`src/sv/c8ic_pkg.sv`:
```
// Shared types, constants and the hex font for the CHIP-8 instruction core.
package c8ic_pkg;

  localparam int MEM_BYTES     = 4096;
  localparam int ADDR_W        = $clog2(MEM_BYTES);
  localparam int STACK_ENTRIES = 16;
  localparam int STK_W         = $clog2(STACK_ENTRIES);
  localparam int DEPTH_W       = $clog2(STACK_ENTRIES + 1);
  localparam int SCR_W         = 64;
  localparam int SCR_H         = 32;
  localparam int ROW_W         = $clog2(SCR_H);
  localparam int COL_W         = $clog2(SCR_W);
  localparam int REG_CNT       = 16;
  localparam int KEY_CNT       = 16;
  localparam int FONT_BYTES    = 80;
  localparam int CFG_IDX_W     = 3;

  localparam logic [ADDR_W-1:0] PC_RESET = 12'h200;

  // Configuration register indexes.
  localparam logic [CFG_IDX_W-1:0] CFG_RESET_VF   = 3'd0;
  localparam logic [CFG_IDX_W-1:0] CFG_SHIFT_VX   = 3'd1;
  localparam logic [CFG_IDX_W-1:0] CFG_KEEP_INDEX = 3'd2;
  localparam logic [CFG_IDX_W-1:0] CFG_STEP_X     = 3'd3;
  localparam logic [CFG_IDX_W-1:0] CFG_WRAP       = 3'd4;

  localparam logic [7:0] FONT [0:FONT_BYTES-1] = '{
    8'hF0, 8'h90, 8'h90, 8'h90, 8'hF0, 8'h20, 8'h60, 8'h20, 8'h20, 8'h70,
    8'hF0, 8'h10, 8'hF0, 8'h80, 8'hF0, 8'hF0, 8'h10, 8'hF0, 8'h10, 8'hF0,
    8'h90, 8'h90, 8'hF0, 8'h10, 8'h10, 8'hF0, 8'h80, 8'hF0, 8'h10, 8'hF0,
    8'hF0, 8'h80, 8'hF0, 8'h90, 8'hF0, 8'hF0, 8'h10, 8'h20, 8'h40, 8'h40,
    8'hF0, 8'h90, 8'hF0, 8'h90, 8'hF0, 8'hF0, 8'h90, 8'hF0, 8'h10, 8'hF0,
    8'hF0, 8'h90, 8'hF0, 8'h90, 8'h90, 8'hE0, 8'h90, 8'hE0, 8'h90, 8'hE0,
    8'hF0, 8'h80, 8'h80, 8'h80, 8'hF0, 8'hE0, 8'h90, 8'h90, 8'h90, 8'hE0,
    8'hF0, 8'h80, 8'hF0, 8'h80, 8'hF0, 8'hF0, 8'h80, 8'hF0, 8'h80, 8'h80
  };

  typedef enum logic [2:0] {
    MODE_EXEC, MODE_TICK, MODE_KEY_DOWN, MODE_KEY_UP,
    MODE_MEM_WR, MODE_MEM_RD, MODE_ROW_RD, MODE_NOP
  } mode_t;

  typedef enum logic [2:0] {
    ST_OK, ST_UNKNOWN, ST_KEY_WAIT, ST_OVERFLOW, ST_UNDERFLOW
  } status_t;

  typedef enum logic [4:0] {
    S_CLEAR, S_IDLE, S_TICK, S_KEY, S_MWR, S_MRD, S_CAPRB, S_FBRD, S_CAPROW,
    S_FHI, S_FLO, S_RX, S_RY, S_EXEC, S_WRF, S_RET, S_DRD, S_DWR,
    S_B0, S_B1, S_B2, S_K55R, S_K55W, S_K65R, S_K65W, S_KEND, S_DONE
  } state_t;

  typedef enum logic [4:0] {
    C_NONE, C_CLEAR, C_LATCH, C_TICK, C_KEY, C_MWR, C_MRD, C_CAPRB, C_FBRD,
    C_CAPROW, C_FHI, C_FLO, C_RX, C_RY, C_EXEC, C_WRF, C_RET, C_DRD, C_DWR,
    C_B0, C_B1, C_B2, C_K55R, C_K55W, C_K65R, C_K65W, C_KEND, C_OUT
  } cmd_t;

  typedef enum logic [2:0] {
    K_SIMPLE, K_FLAG, K_DRAW, K_BCD, K_RET, K_BLK_ST, K_BLK_LD
  } kind_t;

  typedef struct packed {
    logic  clr_last;
    kind_t kind;
    logic  draw_end;
    logic  loop_last;
  } dp_stat_t;

endpackage

```
`src/sv/c8ic_ctrl.sv`:
```
// Sequencing state machine of the CHIP-8 instruction core.
module c8ic_ctrl import c8ic_pkg::*; (
  input  logic       clk,
  input  logic       rst_n,
  input  logic       in_valid,
  input  logic [2:0] in_mode,
  output logic       in_ready,
  input  logic       out_ready,
  output logic       out_valid,
  input  dp_stat_t   stat,
  output cmd_t       cmd
);

  state_t state_r, state_nxt;
  logic   out_valid_r, out_valid_nxt;

  assign out_valid = out_valid_r;

  // State and result-valid registers.
  always_ff @(posedge clk) begin
    if (!rst_n) begin
      state_r     <= S_CLEAR;
      out_valid_r <= 1'b0;
    end else begin
      state_r     <= state_nxt;
      out_valid_r <= out_valid_nxt;
    end
  end

  // Next state and datapath commands.
  always_comb begin
    state_nxt     = state_r;
    cmd           = C_NONE;
    in_ready      = 1'b0;
    out_valid_nxt = out_valid_r && !out_ready;
    unique case (state_r)
      S_CLEAR: begin
        cmd = C_CLEAR;
        if (stat.clr_last) state_nxt = S_IDLE;
      end
      S_IDLE: begin
        in_ready = 1'b1;
        if (in_valid) begin
          cmd = C_LATCH;
          unique case (mode_t'(in_mode))
            MODE_EXEC:                  state_nxt = S_FHI;
            MODE_TICK:                  state_nxt = S_TICK;
            MODE_KEY_DOWN, MODE_KEY_UP: state_nxt = S_KEY;
            MODE_MEM_WR:                state_nxt = S_MWR;
            MODE_MEM_RD:                state_nxt = S_MRD;
            MODE_ROW_RD:                state_nxt = S_FBRD;
            default:                    state_nxt = S_DONE;
          endcase
        end
      end
      S_TICK: begin cmd = C_TICK; state_nxt = S_DONE; end
      S_KEY:  begin cmd = C_KEY;  state_nxt = S_DONE; end
      S_MWR:  begin cmd = C_MWR;  state_nxt = S_DONE; end
      S_MRD:  begin cmd = C_MRD;  state_nxt = S_CAPRB; end
      S_CAPRB: begin cmd = C_CAPRB; state_nxt = S_DONE; end
      S_FBRD: begin cmd = C_FBRD; state_nxt = S_CAPROW; end
      S_CAPROW: begin cmd = C_CAPROW; state_nxt = S_DONE; end
      S_FHI:  begin cmd = C_FHI;  state_nxt = S_FLO; end
      S_FLO:  begin cmd = C_FLO;  state_nxt = S_RX; end
      S_RX:   begin cmd = C_RX;   state_nxt = S_RY; end
      S_RY:   begin cmd = C_RY;   state_nxt = S_EXEC; end
      S_EXEC: begin
        cmd = C_EXEC;
        unique case (stat.kind)
          K_FLAG:   state_nxt = S_WRF;
          K_DRAW:   state_nxt = S_DRD;
          K_BCD:    state_nxt = S_B0;
          K_RET:    state_nxt = S_RET;
          K_BLK_ST: state_nxt = S_K55R;
          K_BLK_LD: state_nxt = S_K65R;
          default:  state_nxt = S_DONE;
        endcase
      end
      S_WRF:  begin cmd = C_WRF; state_nxt = S_DONE; end
      S_RET:  begin cmd = C_RET; state_nxt = S_DONE; end
      S_DRD: begin
        if (stat.draw_end) begin
          state_nxt = S_WRF;
        end else begin
          cmd       = C_DRD;
          state_nxt = S_DWR;
        end
      end
      S_DWR:  begin cmd = C_DWR; state_nxt = S_DRD; end
      S_B0:   begin cmd = C_B0; state_nxt = S_B1; end
      S_B1:   begin cmd = C_B1; state_nxt = S_B2; end
      S_B2:   begin cmd = C_B2; state_nxt = S_DONE; end
      S_K55R: begin cmd = C_K55R; state_nxt = S_K55W; end
      S_K55W: begin
        cmd       = C_K55W;
        state_nxt = stat.loop_last ? S_KEND : S_K55R;
      end
      S_K65R: begin cmd = C_K65R; state_nxt = S_K65W; end
      S_K65W: begin
        cmd       = C_K65W;
        state_nxt = stat.loop_last ? S_KEND : S_K65R;
      end
      S_KEND: begin cmd = C_KEND; state_nxt = S_DONE; end
      S_DONE: begin
        // The result register frees up when its previous item is taken.
        if (!out_valid_r || out_ready) begin
          cmd           = C_OUT;
          out_valid_nxt = 1'b1;
          state_nxt     = S_IDLE;
        end
      end
      default: state_nxt = S_IDLE;
    endcase
  end

endmodule

```
`config.mk`:
```
export PLATFORM = sky130hd
export DESIGN_NAME = c8ic_ctrl
export DESIGN_NICKNAME = d
export VERILOG_FILES = /design/src/sv/c8ic_pkg.sv /design/src/sv/c8ic_ctrl.sv
export SDC_FILE = /design/constraint.sdc
export NUM_CORES = 1
export LEC_CHECK = 0
export BUFFER_PORTS_ARGS = -buffer_cell sky130_fd_sc_hd__buf_4
export CORE_MARGIN = 4
export CORE_UTILIZATION = 54
export DETAILED_ROUTE_END_ITERATION = 8
export PLACE_DENSITY = 0.79
export SKIP_CTS_REPAIR_TIMING = 1
export SLEW_MARGIN = 20
export SYNTH_ARGS = -nofsm -noshare
export SYNTH_HDL_FRONTEND = slang
export SYNTH_SLANG_ARGS = --single-unit
```
`constraint.sdc`:
```
create_clock -name clk -period 1.8 [get_ports clk]
set_input_delay 0.09 -clock clk [delete_from_list [all_inputs] [get_ports clk]]
set_output_delay 0.09 -clock clk [all_outputs]
set_load 0.01 [all_outputs]
```
==> results.md <==
* Run status: completed
* Worst vdd ir at 574 µV
* GRT Total Usage at 0.257
* Die area at around 2600 µm²
* Unique masters post-synth at 55
* Clock Path Buffers at 2
* Clock sinks at 6
* MaxCap Viol Count at 0
* Root Driver: clkbuf_4
* FF/Latch Area at 124 µm²
* Commonest non-fill, non-tap cell in the layout: buf_4
* RSZ-0062 raised after global routing: no
* Fin. Hold Viols at 0
* Cell count after synthesis at approximately 140
* Initial Utilization at 0.573
* PwrDens at ~1100 nW/µm²
* Initial antenna violation count at 0
* CTS Buf Count at 3
* Worst min path class: input pin to flop
* Row count at 15
* Mapped cell area at around 1000 µm²
* Die width at 51.0 µm
* Core footprint at 1750 µm²
* Largest cells by area after synthesis: dfxtp_1, a31oi_1, o21ai_0
* Number of global-route vias before repair at 1152
* Antenna Nets Post-Route at 0
* Pin count of the biggest net entering global routing at 24
* Most frequent cells in the layout: buf_4, nand2_1, nor2_1, o21ai_0, a31oi_1
* Share of cells above drive strength 1 at 0.271
* Clock transition at the registers of the reported paths at around 0.05 ns
* Critical path class: flop to output port
* Slew @ Worst Pin at 0.397 ns
* Drc violations at 0
* GP Congestion at 0.900
* Sequential-to-total area share from yosys stat at 0.120
* Synth Area per Inst at 7.09 µm²
* Synth-to-Final Area Change at 27.3%
* CP startpoint kind: flop
* # diodes at 0
* Skew final at 0.00353 ns
* DR pass1 iterations at 4
* EDFF count, synth at 0
* Critical Path AT at 1.56 ns
* Routed WL per cell at 15.8 µm
* Setup TNS at 0 ns
* Ports at 20
* Final period utilization at 0.919
* 1st-iter DRT viols at 53
* Max-Slew Margin vs Limit at 0.729
* Syn Nets at 154
* Period minus WS final at between 1.5 and 2 ns
* Worst-Skew Late Latency at between 0.2 and 0.25 ns
* Final Net Count at between 150 and 200
* Filler Cells Inserted at 149
* Share of the synthesized area in the top cell type at 0.120
* Hpwl dp at ~2300 µm
* Max Freq at approximately 600 MHz
* Yosys reg bits at 6
* Overflow after GRT at 0
* Slew Limit Fails at 0
* Multi-input gate area at 788 µm²
* Power Total at approximately 1.4 mW
* Worst-path fanout max at 16
* First-pass GRT wire length at ~5200 µm
* H-tree depth at 1
* Via density at 6.43
* # setup viols final at 0
* Total Wirelength at 3030 µm
* PortBufs at 19
* Worst endpoint required time at 1.71 ns
* Top_reg_cell synth: dfxtp_1
* Crit path capture type: output port
* Worst Hold Margin at 0.108 ns
* P_leak at 0.535 nW
* Yosys warns at 0
* Die height at 51.0 µm
* Share of synthesized flip-flops with an asynchronous set or reset at 0
* CTS tree: yes
* Vias at 1228
* Area leader, netlist: dfxtp_1
[cell type report]
cell class,count,area share
multi-input combinational,118,0.619
timing repair buffer,35,0.229
sequential,6,0.0973
tap,25,0.0246
clock buffer,3,0.0177
inverter,4,0.0118
[where the power goes]
| part | switching (mW) | internal (mW) | total (mW) |
|---|---|---|---|
| sequential | 0.0915 | 0.167 | 0.258 |
| combinational | 0.502 | 0.473 | 0.975 |
| clock | 0.0487 | 0.0754 | 0.124 |
| total | 0.643 | 0.715 | 1.36 |
[state kept, by name, summed over array words and instances, names as in the netlist]
name / cells
state_r: 5
out_valid: 1
[stage by stage]
stage,cell area (µm²),setup slack (ns),instances,utilization
global placement,1240,0.164,188,0.712
floorplan,1000,0.411,141,-
global route,1270,0.0320,191,0.729
CTS,1260,0.0333,191,0.725
detailed placement,1240,0.118,188,0.712
finish,1270,0.146,191,0.729
[cells by family after synthesis]
logic type               count (synthesis)  synth area share
AND/OR/NAND/NOR                         60             0.372
XOR/XNOR                                 4            0.0351
multiplexers                             1            0.0100
adder cells (fa/ha/maj)                  1            0.0100
AO/OA/AOI/OAI                           52             0.362
buffers and inverters                   17            0.0914
flip-flops                               6             0.120
[Yosys cell counts, types with 2 or more instances]
library cell and number:
xnor2_1 3, nor2b_1 7, a21oi_1 7, buf_6 2
o211ai_1 2, and3b_1 2, buf_2 7, dfxtp_1 6
nand4_1 2, nor3_1 3, clkbuf_1 3, a21boi_0 2
and3_1 2, or3_1 2, a31oi_1 9, nand3_1 2
nor4_1 2, nand2_1 9, inv_1 4, o21ai_0 9
a221o_1 2, a22oi_1 3, nor3b_1 3, a311oi_1 2
o311a_1 2, nor2_1 9, nand2b_1 7
[metal layers]
layer	part of all wire	up-vias	routed length, µm	global-route usage
met5	0	-	0	0
met4	0.026	0	78	0.126
met3	0.076	10	230	0.0292
met2	0.48	66	1460	0.414
met1	0.42	558	1260	0.335
li1	-	594	-	-
[final timing paths]
kind / from / end / slack (ns) / cells after the start
worst max register to register: state_r[1]$_SDFFE_PN0P_ / state_r[3]$_SDFFE_PN0P_ / 0.19 / 5
worst min-delay path: rst_n / out_valid$_SDFF_PN0_ / 0.11 / 2
worst max-delay path: state_r[3]$_SDFFE_PN0P_ / cmd[1] / 0.15 / 5
worst min register to register: state_r[1]$_SDFFE_PN0P_ / out_valid$_SDFF_PN0_ / 0.72 / 3
[worst max-delay path, cell delays in order (launching register included)]
cell and delay, ns:
dfxtp_2 0.39, buf_6 0.18, or3_1 0.34, a21oi_1 0.16, o21ai_0 0.10, buf_4 0.15
Power figures use the tool's default switching activity.
